## src/hw/rtl/gn2o_pkg.sv

```systemverilog
// ---------------------------------------------------------------------------
// gn2o_pkg
// Shared types and constants for the 2D gradient noise octave unit.
// ---------------------------------------------------------------------------
package gn2o_pkg;

    // Request codes
    localparam logic [1:0] FUNC_LOAD    = 2'd0;
    localparam logic [1:0] FUNC_RAW     = 2'd1;
    localparam logic [1:0] FUNC_FRACTAL = 2'd2;
    localparam logic [1:0] FUNC_NONE    = 2'd3;

    // Configuration register indexes
    localparam logic [1:0] CFG_OCTAVES     = 2'd0;
    localparam logic [1:0] CFG_LACUNARITY  = 2'd1;
    localparam logic [1:0] CFG_PERSISTENCE = 2'd2;

    // Accumulator and divider widths
    localparam int TOTAL_W = 48;           // signed octave sum
    localparam int DEN_W   = 38;           // sum of amplitudes
    localparam int NUM_W   = TOTAL_W + 14; // |sum| << 14

    localparam logic [31:0] ONE_Q16     = 32'h0001_0000;
    localparam logic [15:0] HALF_OFFSET = 16'd8192;

    typedef struct packed {
        logic [1:0]         func;
        logic [7:0]         table_index;
        logic [7:0]         table_value;
        logic signed [31:0] x_coord;
        logic signed [31:0] z_coord;
    } t_item;

    typedef struct packed {
        logic signed [15:0] noise_value;
        logic               saturated;
    } t_result;

endpackage

```

## src/hw/rtl/gn2o_div.sv

```systemverilog
// ---------------------------------------------------------------------------
// gn2o_div
// Restoring divider, one quotient bit per cycle.
// ---------------------------------------------------------------------------
module gn2o_div
    import gn2o_pkg::*;
(
    input  logic               i_clk,
    input  logic               i_rst_n,
    input  logic               i_start,
    input  logic [NUM_W-1:0]   i_num,
    input  logic [DEN_W-1:0]   i_den,
    output logic               o_done,
    output logic [NUM_W-1:0]   o_quot
);

    localparam int CW = $clog2(NUM_W);

    logic [NUM_W-1:0] r_num;
    logic [DEN_W-1:0] r_rem;
    logic [DEN_W-1:0] r_den;
    logic [CW-1:0]    r_cnt;
    logic             r_run;
    logic             r_done;

    logic [DEN_W:0]   trial;
    logic             ge;

    // trial subtract of the shifted remainder
    assign trial = {r_rem, r_num[NUM_W-1]};
    assign ge    = (trial >= {1'b0, r_den});

    always_ff @(posedge i_clk) begin
        if (!i_rst_n) begin
            r_run  <= 1'b0;
            r_done <= 1'b0;
            r_cnt  <= '0;
        end else begin
            r_done <= 1'b0;
            if (i_start) begin
                r_num <= i_num;
                r_den <= i_den;
                r_rem <= '0;
                r_cnt <= CW'(NUM_W - 1);
                r_run <= 1'b1;
            end else if (r_run) begin
                r_rem <= ge ? DEN_W'(trial - {1'b0, r_den}) : trial[DEN_W-1:0];
                r_num <= {r_num[NUM_W-2:0], ge};
                if (r_cnt == '0) begin
                    r_run  <= 1'b0;
                    r_done <= 1'b1;
                end else begin
                    r_cnt <= r_cnt - 1'b1;
                end
            end
        end
    end

    assign o_done = r_done;
    assign o_quot = r_num;

    a_done_pulse: assert property (@(posedge i_clk) disable iff (!i_rst_n)
        r_done |=> !r_done)
        else $error("divider done longer than one cycle");

    a_rem_bound: assert property (@(posedge i_clk) disable iff (!i_rst_n)
        (r_run && !$past(i_start) && r_den != '0) |-> (r_rem < r_den))
        else $error("divider remainder out of range");

    a_start_runs: assert property (@(posedge i_clk) disable iff (!i_rst_n)
        i_start |=> (r_run && !r_done))
        else $error("divider did not start");

endmodule

```

## config.mk

```make
export PLATFORM = sky130hd
export DESIGN_NAME = gn2o_div
export DESIGN_NICKNAME = d
export VERILOG_FILES = /design/src/hw/rtl/gn2o_pkg.sv /design/src/hw/rtl/gn2o_div.sv
export SDC_FILE = /design/constraint.sdc
export NUM_CORES = 1
export LEC_CHECK = 0
export BUFFER_PORTS_ARGS = -buffer_cell sky130_fd_sc_hd__buf_2
export CORE_MARGIN = 8
export CORE_UTILIZATION = 30
export CTS_CLUSTER_SIZE = 8
export DETAILED_ROUTE_END_ITERATION = 6
export SYNTH_ARGS = -nofsm -noshare
export SYNTH_HDL_FRONTEND = slang
export SYNTH_SLANG_ARGS = --single-unit
```

## constraint.sdc

```tcl
create_clock -name i_clk -period 9.8 [get_ports i_clk]
set_input_delay 0.98 -clock i_clk [delete_from_list [all_inputs] [get_ports i_clk]]
set_output_delay 0.98 -clock i_clk [all_outputs]
set_load 0.005 [all_outputs]
```

[Word-level counts from Yosys, hierarchy flattened]
Index checks and enable logic that the tools add are counted.
Operators by class
  muxes and demuxes: 11
  $lt $le $gt $ge: 1
  bitwise operators: 3
  equal/unequal tests: 1
  reductions and logical operators: 8
  add/subtract/negate cells: 2
Operator list (count)
  $mux W62: 2
  $mux W38: 2
  $ge A39 B38 Y1: 1
  $sub A38 B38 Y38: 1
  $mux W6: 3
  $reduce_and A2 Y1: 4
  $logic_not A6 Y1: 1
  $sub A6 B1 Y6 const B: 1
  $mux W1: 4
  $not A1 Y1: 3
  $reduce_or A3 Y1: 1
  $ne A2 B2 Y1 const B: 1
  $reduce_bool A2 Y1: 1
  $reduce_or A2 Y1: 1
Storage, ports and cells
  word-level logic and storage cells: 33
  bits in registers: 146
  output and inout bits: 63
  input bits: 103

[Logic depth before layout (Yosys ltp)]
Gate-level depths: netlist of the first run.
  word-level depth: 4
  mapped depth: 14
  depth with buffers taken out: 13

[Worst setup path before layout of the first run]
Ideal clock, no wire load.
  path kind: input to register
  start: in i_start
  end: reg r_num[0], in the netlist o_quot[0], enable pin
  path slack: 3497 ps
  required time: 9241 ps
  stages on the path: 4
  data arrival time: 5744 ps
  buffers on the path: 2
  library setup time: 559 ps
  cell sequence: clkbuf_1 clkbuf_1 nor2_1 nor2_1
On the way
  cells in the longest elaborated chain, start to end: 2
RTL lines
  start: declaration: RTL line gn2o_div.sv:10  | input logic i_start,
  $reduce_bool A2 Y1 (no line)
  $reduce_and A2 Y1 (no line)
  end signal: assignment: RTL line gn2o_div.sv:41  | r_num <= i_num;
  end signal: assignment: RTL line gn2o_div.sv:48  | r_num <= {r_num[NUM_W-2:0], ge};
  end: declaration: RTL line gn2o_div.sv:19  | logic [NUM_W-1:0] r_num;
No other way between the ends.
A chain may end at the register's enable or synchronous reset.

[Final worst setup path of the first run]
  start: reg r_rem[3]
  end: reg r_rem[29], data pin
On the way
  cells in the longest elaborated chain, start to end: 3
  elaborated cells between the ends (all ways): 4
  classes of those cells: add/sub (1); order compare (1); mux (2)
RTL lines
  start: declaration: RTL line gn2o_div.sv:20  | logic [DEN_W-1:0] r_rem;
  start signal: assignment: RTL line gn2o_div.sv:47  | r_rem <= ge ? DEN_W'(trial - {1'b0, r_den}) : trial[DEN_W-1:0];
  $sub A38 B38 Y38 / $ge A39 B38 Y1 (equally long branches): RTL line gn2o_div.sv:47, gn2o_div.sv:31
  $mux W38 (*): RTL line gn2o_div.sv:47
  $mux W38 (*): RTL line gn2o_div.sv:46  | end else if (r_run) begin
Every way passes the cells marked *; elsewhere a longest branch is shown, timed or not. The select of a mux whose other input is x is not followed.

==> results of run 1 <==
==> power by group through the flow <==
stage,clock network [mW],logic [mW],registers (mW)
6_report,0.653,0.427,0.774
3_5_place_dp,0,0.430,0.788
2_1_floorplan,0,0.324,0.786
4_1_cts,0.671,0.432,0.776
5_1_grt,0.690,0.477,0.781
3_3_place_gp,0,0.426,0.787
==> final timing paths <==
check,startpoint,endpoint,slack (ns),cells past startpoint
min reg2reg,r_run$_SDFF_PN0_,o_done$_SDFF_PP0_,0.53,1
max,r_rem[3]$_SDFFCE_PP0P_,r_rem[29]$_SDFFCE_PP0P_,6.15,11
max reg2reg,r_rem[3]$_SDFFCE_PP0P_,r_rem[29]$_SDFFCE_PP0P_,6.15,11
min,r_run$_SDFF_PN0_,o_done$_SDFF_PP0_,0.53,1
==> sequential cells by signal, indices dropped and copies added, names as in the netlist <==
signal / cells
r_rem: 38
r_run: 1
r_cnt: 6
o_done: 1
o_quot: 62
r_den: 38
==> cell usage after synthesis (3+ instances only) <==
| cell type | n | share of area |
|---|---|---|
| edfxtp_1 | 138 | 0.50 |
| mux2_2 | 61 | 0.083 |
| nor2_1 | 59 | 0.027 |
| inv_1 | 56 | 0.025 |
| a21oi_1 | 45 | 0.027 |
| ha_1 | 40 | 0.061 |
| nand2_1 | 28 | 0.013 |
| o21ai_0 | 27 | 0.016 |
| xnor2_1 | 24 | 0.025 |
| mux2i_1 | 23 | 0.028 |
| clkbuf_1 | 18 | 0.0082 |
| xor2_1 | 15 | 0.016 |
| a21o_1 | 13 | 0.012 |
| nand4_1 | 12 | 0.0091 |
| nor3_1 | 11 | 0.0067 |
| nand3_1 | 10 | 0.0061 |
| nand2b_1 | 9 | 0.0068 |
| dfxtp_1 | 8 | 0.019 |
| o21bai_1 | 7 | 0.0064 |
| a211oi_2 | 6 | 0.0091 |
| o211ai_1 | 6 | 0.0055 |
| o21a_1 | 6 | 0.0055 |
| and2_1 | 5 | 0.0038 |
| buf_2 | 5 | 0.0030 |
| nor2_2 | 5 | 0.0038 |
| nor2b_1 | 5 | 0.0038 |
| a41oi_1 | 4 | 0.0042 |
| nor4_1 | 4 | 0.0030 |
| o21ai_1 | 4 | 0.0024 |
| o22ai_1 | 4 | 0.0030 |
| a22o_1 | 3 | 0.0032 |
| buf_12 | 3 | 0.0073 |
| o31ai_1 | 3 | 0.0027 |
==> kinds of logic after synthesis <==
logic type | Yosys count | synth area share
compound gates | 145 | 0.1189
mux | 84 | 0.1111
buf+inv | 86 | 0.04716
xor+xnor | 39 | 0.04140
fa+ha+maj | 41 | 0.06308
simple gates | 163 | 0.09674
flops | 146 | 0.5216
==> per-stage QoR <==
step | instance area, sq um | setup slack (ns) | total power [mW] | hold slack, ns
finish | 9957 | 6.154 | 1.855 | 0.5318
global route | 9950 | 5.922 | 1.948 | 0.5535
CTS | 9950 | 6.150 | 1.879 | 0.5296
detailed placement | 9368 | 6.157 | 1.218 | 0.5174
global placement | 9368 | 6.281 | 1.214 | 0.5103
floorplan | 8252 | 3.497 | 1.110 | 0.4920
==> layout make-up <==
class | count | share of cell area
timing repair buffer | 169 | 0.08620
tap | 341 | 0.04285
sequential | 146 | 0.4323
antenna | 3 | 0.0007540
inverter | 56 | 0.02111
clock inverter | 15 | 0.01571
clock buffer | 17 | 0.04272
multi-input combinational | 472 | 0.3584
==> metal layers <==
| metal | share of wire | global-route usage | vias to the layer above | wire [um] |
|---|---|---|---|---|
| met2 | 0.46 | 0.2004 | 172 | 9488 |
| met1 | 0.44 | 0.1474 | 2751 | 9252 |
| met3 | 0.088 | 0.05948 | 16 | 1839 |
| li1 | - | - | 2911 | - |
| met5 | 0.0019 | 0 | - | 39 |
| met4 | 0.0098 | 0.02624 | 6 | 204 |
==> worst max-delay path, stage by stage, from the launching register on <==
cell and delay, ns:
edfxtp_1 0.39, ha_1 0.37, nand2_2 0.09, a211oi_2 0.25, o211ai_2 0.17, a211oi_4 0.35
o31ai_2 0.16, a31oi_4 0.25, a21o_2 0.29, buf_4 0.56, nor2_1 0.19, a22o_1 0.29
==> flow_metrics.py, run 1 <==
metrics = {
    "run_status": {
        "outcome": "finished clean",
    },
    "die": {
        "die_h_um": 181.8,
        "die_x_um": 181.8,
        "dieArea_sq_um": 33070,
        "core.rowCount": 60,
        "ios": 166,
        "initial_core_util": 0.3062,
        "core_area_sq_um": 26950,
    },
    "clocking": {
        "cts_tree": "built",
        "cts_setup_buffers": 0,
        "clock_latency_ns": 0.43,
        "cts_sinks": 146,
        "h-tree-depth": 4,
        "cts_buffer_depth": 2,
        "clk_pin_slew_worst_paths_ns": 0.07,
        "cts_resized": 0,
        "numCtsBuffers": 17,
        "hold_buffers": 0,
        "cts-root-buf": "clkbuf_16",
    },
    "critical_path": {
        "worstSetupEndpointType": "flip-flop",
        "crit_arrival_ns": 3.82,
        "required_ns": 9.98,
        "path_max_fanout": 37,
        "critPathLaunchType": "flip-flop",
        "worstSetupPathType": "reg2reg",
    },
    "timing": {
        "setup_viol": 0,
        "period_needed_ns": 3.646,
        "clock.fmax_mhz": 274.2,
        "relSlewSlack": 0.3528,
        "slew_viol_final": 0,
        "finClkSkew_ns": 0.01079,
        "rsz0062_at_grt": "no",
        "worst_pin_slew_ns": 0.9708,
        "hold_viol_final": 0,
        "fin_setup_tns_ns": 0,
        "timing.final.crit_share": 0.3721,
    },
    "synthesis": {
        "ys_ff_latch": 146,
        "synth_cell_types": 63,
        "synth-edff-count": 138,
        "netlist_instances": 704,
        "ys_async_sr_fraction": 0,
        "synth_area_sq_um": 8252,
        "yosys_warnings": 0,
        "synth_ff_type": "edfxtp_1",
        "synth_fp_nets": 848,
        "yosysSeqAreaShare": 0.5216,
        "synth.avg_cell_area_sq_um": 11.72,
    },
    "final_layout": {
        "multi_input_area_sq_um": 3568,
        "seq_area_sq_um": 4304,
        "area_growth_pct": 20.67,
        "layout-drive-gt1-share": 0.3280,
        "final_common_cell": "buf_2",
        "layout_common_cells": "buf_2 (164), edfxtp_1 (138), mux2_2 (61)",
        "fin_cells": 1219,
        "utilization": 0.3695,
        "nFillCells": 2625,
        "layout.nets": 1006,
    },
    "power_and_ir_drop": {
        "p_int_mw": 1.277,
        "sequentialPowerShare": 0.417,
        "ir_drop_mv": 0.1119,
        "comb_power_share": 0.230,
        "powerDensity_nw_per_um2": 186.3,
        "switching_power_mw": 0.5782,
        "switching_share": 0.3117,
        "power.share.clock": 0.352,
        "total_leakage_power_nw": 4.088,
    },
    "route": {
        "num_vias": 5856,
        "drt-total-wl_mm": 20.83,
        "drt_pass1_iterations": 4,
        "routed_via_density": 4.804,
        "drt_iter0_drc": 306,
        "postRouteAntennaNets": 0,
        "drc": 0,
        "post_drt_wl_per_cell_um": 17.08,
    },
    "global_routing": {
        "grt_pass1_vias": 6162,
        "grt_pass1_wl_mm": 32.47,
        "globalRouteTotalUtil": 0.1239,
        "grt.overflow.total": 0,
        "grt_max_degree": 76,
        "grt_antenna_before_repair": 5,
    },
    "place": {
        "dp_cells": 1184,
        "hpwl_mm": 15.29,
        "globalplace.congestion": 0.8146,
        "portBuffers": 165,
    },
    "flow_run": {
        "drv_cap": 0,
    },
    "worst_hold_path": {
        "hp-class": "reg2reg",
    },
}
(Power assumes the default switching activity.)
==> run 2, diff against run 1 <==
--- a/config.mk
+++ b/config.mk
@@ -5,6 +5,7 @@
 export SDC_FILE = /design/constraint.sdc
 export NUM_CORES = 1
 export LEC_CHECK = 0
+export ABC_AREA = 1
 export BUFFER_PORTS_ARGS = -buffer_cell sky130_fd_sc_hd__buf_2
 export CORE_MARGIN = 8
 export CORE_UTILIZATION = 30
==> constraint.sdc (replaced) <==
create_clock -name i_clk -period 3.1 [get_ports i_clk]
set_input_delay 0.31 -clock i_clk [delete_from_list [all_inputs] [get_ports i_clk]]
set_output_delay 0.31 -clock i_clk [all_outputs]
set_load 0.005 [all_outputs]
==> run 2 against run 1 <==
  * Cell count is 49% higher
  * Design area is 12% higher
  * Clock-buffer cell count is 1 higher
  * Worst hold slack worse by 0.48 ns
  * Sequential power grew to 3.2 times the previous value
  * Sequential share of layout area is 4.6 points lower
  * Power grew to 3.3 times the previous value
  * Combinational power grew to 3.6 times the previous value
  * Setup slack worse by 5.7 ns
  * Routed wire length is 33% higher
  * Non-clock buffer count is 6 higher
==> flow_metrics.py, run 2 <==
metrics = {
    "run_status": {
        "outcome": "finished clean",
    },
    "die": {
        "ios": 166,
        "die_h_um": 191.8,
        "core_area_sq_um": 30510,
        "dieArea_sq_um": 36780,
        "initial_core_util": 0.3038,
        "core.rowCount": 64,
        "die_x_um": 191.8,
    },
    "synthesis": {
        "ys_ff_latch": 146,
        "synth_ff_type": "edfxtp_1",
        "synth_cell_types": 34,
        "yosysSeqAreaShare": 0.4643,
        "yosys_warnings": 0,
        "synth_top_area_frac": 0.4470,
        "synth-edff-count": 138,
        "synth.most_common_cell": "nand2_1",
        "synth_area_sq_um": 9270,
        "synth_fp_nets": 1379,
        "synthTopCellsByArea": "edfxtp_1 (45%), nand2_1 (22%), inv_1 (8.2%), ha_1 (5.4%), nor2_1 (4.7%)",
        "netlist_instances": 1235,
        "yosysTopAreaCell": "edfxtp_1",
        "synth.avg_cell_area_sq_um": 7.506,
        "ys_async_sr_fraction": 0,
        "yosys-top-cells-count": "nand2_1 (532), inv_1 (202), edfxtp_1 (138)",
    },
    "global_routing": {
        "grt_antenna_before_repair": 7,
        "grt_pass1_vias": 8391,
        "grt_pass1_wl_mm": 43.97,
        "grt.overflow.total": 0,
        "grt_max_degree": 56,
        "globalRouteTotalUtil": 0.1524,
    },
    "critical_path": {
        "critPathLaunchType": "flip-flop",
        "path_max_fanout": 19,
        "required_ns": 3.29,
        "cp_slowest_cell": "ha_1",
        "worstSetupEndpointType": "flip-flop",
        "crit_buf_inv": 1,
        "r2r_slack_ns": 0.49,
        "cp_common_cell": "nand2_1",
        "rr_worst_depth": 14,
        "regToRegEndpoint": "r_rem[19]$_SDFFCE_PP0P_",
        "critPathTopFamily": "simple AND/OR/NAND/NOR gates",
        "worstSetupPathType": "reg2reg",
        "crit_start": "r_rem[1]$_SDFFCE_PP0P_",
        "r2r-start": "r_rem[1]$_SDFFCE_PP0P_",
        "cpPeakStageDelay_ns": 0.42,
        "crit_arrival_ns": 2.79,
        "crit_chain": "ha_1 > nand2_1 > nand2_1 > inv_1 > nand2_2 > nand2_1 > nand2_2 > nand2_1 > nand2_1 > nand2_1 > nand2_2 > nand2_4 > a21oi_1 > nor2_1",
    },
    "clocking": {
        "h-tree-depth": 4,
        "cts_setup_buffers": 0,
        "cts_buffer_depth": 2,
        "clock_latency_ns": 0.43,
        "hold_buffers": 0,
        "cts_sinks": 146,
        "cts_tree": "built",
        "cts-root-buf": "clkbuf_16",
        "numCtsBuffers": 17,
        "cts_resized": 0,
        "clk_pin_slew_worst_paths_ns": 0.08,
    },
    "power_and_ir_drop": {
        "total_leakage_power_nw": 5.793,
        "powerDensity_nw_per_um2": 552.0,
        "ir_drop_mv": 0.2906,
        "p_total_mw": 6.154,
    },
    "flow_run": {
        "drv_cap": 0,
    },
    "final_layout": {
        "layout-drive-gt1-share": 0.1582,
        "fin_cells": 1815,
        "area_growth_pct": 20.26,
        "layout_common_cells": "nand2_1 (532), inv_1 (200), buf_2 (165)",
        "nFillCells": 3240,
        "final_common_cell": "nand2_1",
        "largest_register_ffs": 62,
        "layout.nets": 1547,
    },
    "timing": {
        "slew_viol_final": 0,
        "period_needed_ns": 2.607,
        "rsz0062_at_grt": "no",
        "worst_pin_slew_ns": 0.8813,
        "timing.final.crit_share": 0.8410,
        "finClkSkew_ns": 0.01463,
        "relSlewSlack": 0.4116,
        "hold_viol_final": 0,
        "fin_setup_tns_ns": 0,
        "clock.fmax_mhz": 383.6,
        "setup_viol": 0,
    },
    "place": {
        "globalplace.congestion": 0.9226,
        "portBuffers": 165,
        "dp_cells": 1780,
        "hpwl_mm": 21.31,
    },
    "worst_hold_path": {
        "min_path_cells": 1,
        "hold_path_end": "r_den[29]$_DFFE_PP_",
        "hp-class": "in2reg",
        "min_from": "i_den[29]",
    },
    "route": {
        "drt_pass1_iterations": 5,
        "drc": 0,
        "post_drt_wl_per_cell_um": 15.27,
        "num_vias": 8127,
        "drt-total-wl_mm": 27.72,
        "postRouteAntennaNets": 0,
        "routed_via_density": 4.478,
        "drt_iter0_drc": 394,
    },
}
run 2: cell types whose count changed in the layout (fill, tap and decap cells not counted), sizes merged, moves of 21 or more:
cell,delta
o21ai,-25
inv,+144
xnor2,-21
nand2,+508
nand3,+21
nor2,+54
mux2i,-23
mux2,-61
run 2: where the power goes:
part           switching (mW)  leakage (nW)  internal (mW)  total, mW
clock                   0.996         0.296           1.18       2.17
sequential             0.0811          1.39           2.37       2.45
combinational           0.994          4.11          0.541       1.53
total                    2.07          5.79           4.08       6.15
run 2: how the worst max path moves through the flow:
stage                     cells after the start                       to  slack [ns]
after CTS                                    10  r_rem[17]$_SDFFCE_PP0P_        0.48
after global placement                       10   r_rem[0]$_SDFFCE_PP0P_        0.49
after detailed placement                     10  r_rem[17]$_SDFFCE_PP0P_        0.49
final                                        14  r_rem[19]$_SDFFCE_PP0P_        0.49
after global routing                         14   r_rem[5]$_SDFFCE_PP0P_        0.30
after floorplan                               5      o_quot[0]$_DFFE_PP_        0.09
run 2: logic make-up after synthesis:
kind of cell	count (synthesis)	synth area share
AO/OA/AOI/OAI	82	0.05264
XOR/XNOR	18	0.01701
adder cells (fa/ha/maj)	41	0.05615
buffers and inverters	228	0.09799
AND/OR/NAND/NOR	720	0.3119
flip-flops	146	0.4643
run 2: layout make-up:
| type | count | area (sq um) | area share |
|---|---|---|---|
| repair buffers | 175 | 913.4 | 0.08193 |
| multi-input cells | 861 | 4069 | 0.3650 |
| inverters | 202 | 758.2 | 0.06801 |
| flip-flops and latches | 146 | 4304 | 0.3861 |
| diodes | 3 | 7.507 | 0.0006734 |
| well taps | 396 | 495.5 | 0.04444 |
| clock buffers | 18 | 439.2 | 0.03939 |
| clock inverters | 14 | 161.4 | 0.01448 |
run 2: per-stage QoR:
| step | utilization | area [sq um] | hold WS, ns | setup WS (ns) |
|---|---|---|---|---|
| 5_1_grt | 0.3653 | 11150 | 0.03021 | 0.2986 |
| 6_report | 0.3654 | 11150 | 0.04741 | 0.4928 |
| 2_1_floorplan | - | 9284 | 0.4076 | 0.08652 |
| 3_5_place_dp | 0.3455 | 10540 | 0.4837 | 0.4924 |
| 4_1_cts | 0.3652 | 11140 | 0.02812 | 0.4769 |
| 3_3_place_gp | 0.3455 | 10540 | 0.4791 | 0.4900 |
run 2: routing by layer:
| layer | track usage | vias to the layer above | part of all wire |
|---|---|---|---|
| li1 | - | 4195 | - |
| met1 | 0.1884 | 3653 | 0.45 |
| met2 | 0.2531 | 227 | 0.46 |
| met3 | 0.04702 | 42 | 0.071 |
| met4 | 0.04233 | 10 | 0.019 |
| met5 | 0 | - | 0.0020 |
==> run 3, diff against run 2 <==
==> constraint.sdc (replaced) <==
create_clock -name i_clk -period 2.55 [get_ports i_clk]
set_input_delay 0.255 -clock i_clk [delete_from_list [all_inputs] [get_ports i_clk]]
set_output_delay 0.255 -clock i_clk [all_outputs]
set_load 0.005 [all_outputs]
==> run 3 against run 2 <==
  * Sequential cell count is the same
  * First-iteration DRC count grew 35%
  * Utilization grew 4.5 points
  * Largest cell class is now multi-input gates
  * Power grew 31%
==> flow_metrics.py, run 3 (synthesis gave the netlist of run 2 again) <==
metrics = {
    "power_and_ir_drop": {
        "sequentialPowerShare": 0.373,
        "comb_power_share": 0.287,
        "powerDensity_nw_per_um2": 642.2,
        "power.share.clock": 0.340,
        "ir_drop_mv": 0.3438,
        "switching_share": 0.3308,
        "p_total_mw": 8.040,
        "p_int_mw": 5.380,
        "switching_power_mw": 2.660,
        "total_leakage_power_nw": 6.264,
    },
    "route": {
        "drt_pass1_iterations": 5,
        "drt-total-wl_mm": 28.58,
        "post_drt_wl_per_cell_um": 15.04,
        "postRouteAntennaNets": 0,
        "routed_via_density": 4.503,
        "num_vias": 8555,
        "drc": 0,
        "drt_iter0_drc": 530,
    },
    "critical_path": {
        "worstSetupEndpointType": "flip-flop",
        "crit_chain": "ha_4 > nand2_1 > nor2_1 > nand2_1 > buf_4 > nor2_1 > nand3_2 > nand4_4 > buf_4 > nand3_1 > nand2_1 > inv_1",
        "crit_arrival_ns": 2.64,
        "crit_buf_inv": 3,
        "critPathLaunchType": "flip-flop",
        "cp_common_cell": "nand2_1",
        "cpPeakStageDelay_ns": 0.44,
        "required_ns": 2.74,
        "worstSetupPathType": "reg2reg",
        "critPathTopFamily": "simple AND/OR/NAND/NOR gates",
        "cp_slowest_cell": "edfxtp_1",
        "path_max_fanout": 10,
    },
    "die": {
        "initial_core_util": 0.3038,
        "ios": 166,
        "die_x_um": 191.8,
        "dieArea_sq_um": 36780,
        "core.rowCount": 64,
        "core_area_sq_um": 30510,
        "die_h_um": 191.8,
    },
    "worst_hold_path": {
        "hp-class": "in2reg",
    },
    "final_layout": {
        "largest_register_ffs": 62,
        "area_growth_pct": 35.05,
        "layout_common_cells": "nand2_1 (521), inv_1 (200), buf_2 (165)",
        "layout-drive-gt1-share": 0.2197,
        "layout.nets": 1633,
        "final_common_cell": "nand2_1",
        "nFillCells": 3122,
    },
    "timing": {
        "period_needed_ns": 2.454,
        "whs_ns": 0.02830,
        "timing.final.crit_share": 0.9624,
        "relSlewSlack": 0.6230,
        "clock.fmax_mhz": 407.5,
        "hold_viol_final": 0,
        "worst_pin_slew_ns": 0.5642,
        "slew_viol_final": 0,
        "finClkSkew_ns": 0.01891,
        "setup_viol": 0,
    },
    "clocking": {
        "numCtsBuffers": 17,
        "cts_buffer_depth": 2,
        "clk_pin_slew_worst_paths_ns": 0.07,
        "clock_latency_ns": 0.44,
        "cts_sinks": 146,
        "h-tree-depth": 4,
        "cts-root-buf": "clkbuf_16",
        "cts_tree": "built",
    },
    "flow_run": {
        "drv_cap": 0,
    },
    "place": {
        "hpwl_mm": 21.34,
        "globalplace.congestion": 0.9573,
        "portBuffers": 165,
    },
    "global_routing": {
        "grt_antenna_before_repair": 4,
        "grt_max_degree": 53,
        "grt_pass1_vias": 8562,
        "globalRouteTotalUtil": 0.1531,
        "grt.overflow.total": 0,
        "grt_pass1_wl_mm": 44.78,
    },
    "run_status": {
        "outcome": "finished clean",
    },
}
==> run 3: power by group through the flow <==
stage | combinational (mW) | sequential, mW | clock, mW
final | 2.31 | 3.00 | 2.73
after global routing | 2.59 | 3.02 | 2.88
after CTS | 2.04 | 2.97 | 2.80
after detailed placement | 1.98 | 3.02 | 0
after global placement | 1.97 | 3.02 | 0
after floorplan | 1.31 | 3.01 | 0
==> run 3: metal layers <==
layer / part of all wire / wire [um] / vias up / track usage
met1: 0.45 / 12800 / 3874 / 0.2004
li1: - / - / 4369 / -
met4: 0.014 / 410 / 4 / 0.03760
met5: 0.00080 / 23 / - / 0
met2: 0.46 / 13290 / 273 / 0.2507
met3: 0.072 / 2058 / 35 / 0.03722
==> run 3: what timing repair did <==
action                                 4_1_cts  5_1_grt
hold buffers                                34        0
setup endpoints to repair                    4       38
gates cloned                                 0        5
pin swaps                                    0        8
buffers inserted                             0       10
resized for setup                            2       65
endpoints found under the hold margin       34        0
==> run 3: per-stage QoR <==
step	area [sq um]	setup TNS (ns)	setup slack, ns	instances	util
finish	12520	0	0.09584	1900	0.4104
global route	12520	-0.04154	-0.03352	1899	0.4103
CTS	11830	0	0.01345	1883	0.3878
detailed placement	10860	-0.01883	-0.01324	1817	0.3559
global placement	10860	-0.004865	-0.004865	1817	0.3559
floorplan	9325	-24.45	-0.2445	1235	-
==> run 3: cell type report <==
| type | count | area [sq um] | share of cell area |
|---|---|---|---|
| antenna | 2 | 5.005 | 0.0003998 |
| multi-input combinational | 862 | 4568 | 0.3649 |
| sequential | 146 | 4304 | 0.3438 |
| timing repair buffer | 260 | 1760 | 0.1406 |
| clock inverter | 14 | 186.4 | 0.01489 |
| inverter | 202 | 760.7 | 0.06076 |
| clock buffer | 18 | 439.2 | 0.03508 |
| tap | 396 | 495.5 | 0.03958 |
==> run 3: path summary, 6_finish.rpt <==
check / from / end / slack (ns) / cells past startpoint
worst max-delay path: r_rem[11]$_SDFFCE_PP0P_ / r_rem[33]$_SDFFCE_PP0P_ / 0.1 / 12
worst min-delay path: i_den[8] / r_den[8]$_DFFE_PP_ / 0.03 / 1
worst max register to register: r_rem[11]$_SDFFCE_PP0P_ / r_rem[33]$_SDFFCE_PP0P_ / 0.1 / 12
worst min register to register: r_cnt[0]$_SDFFE_PN0P_ / r_cnt[0]$_SDFFE_PN0P_ / 0.49 / 2
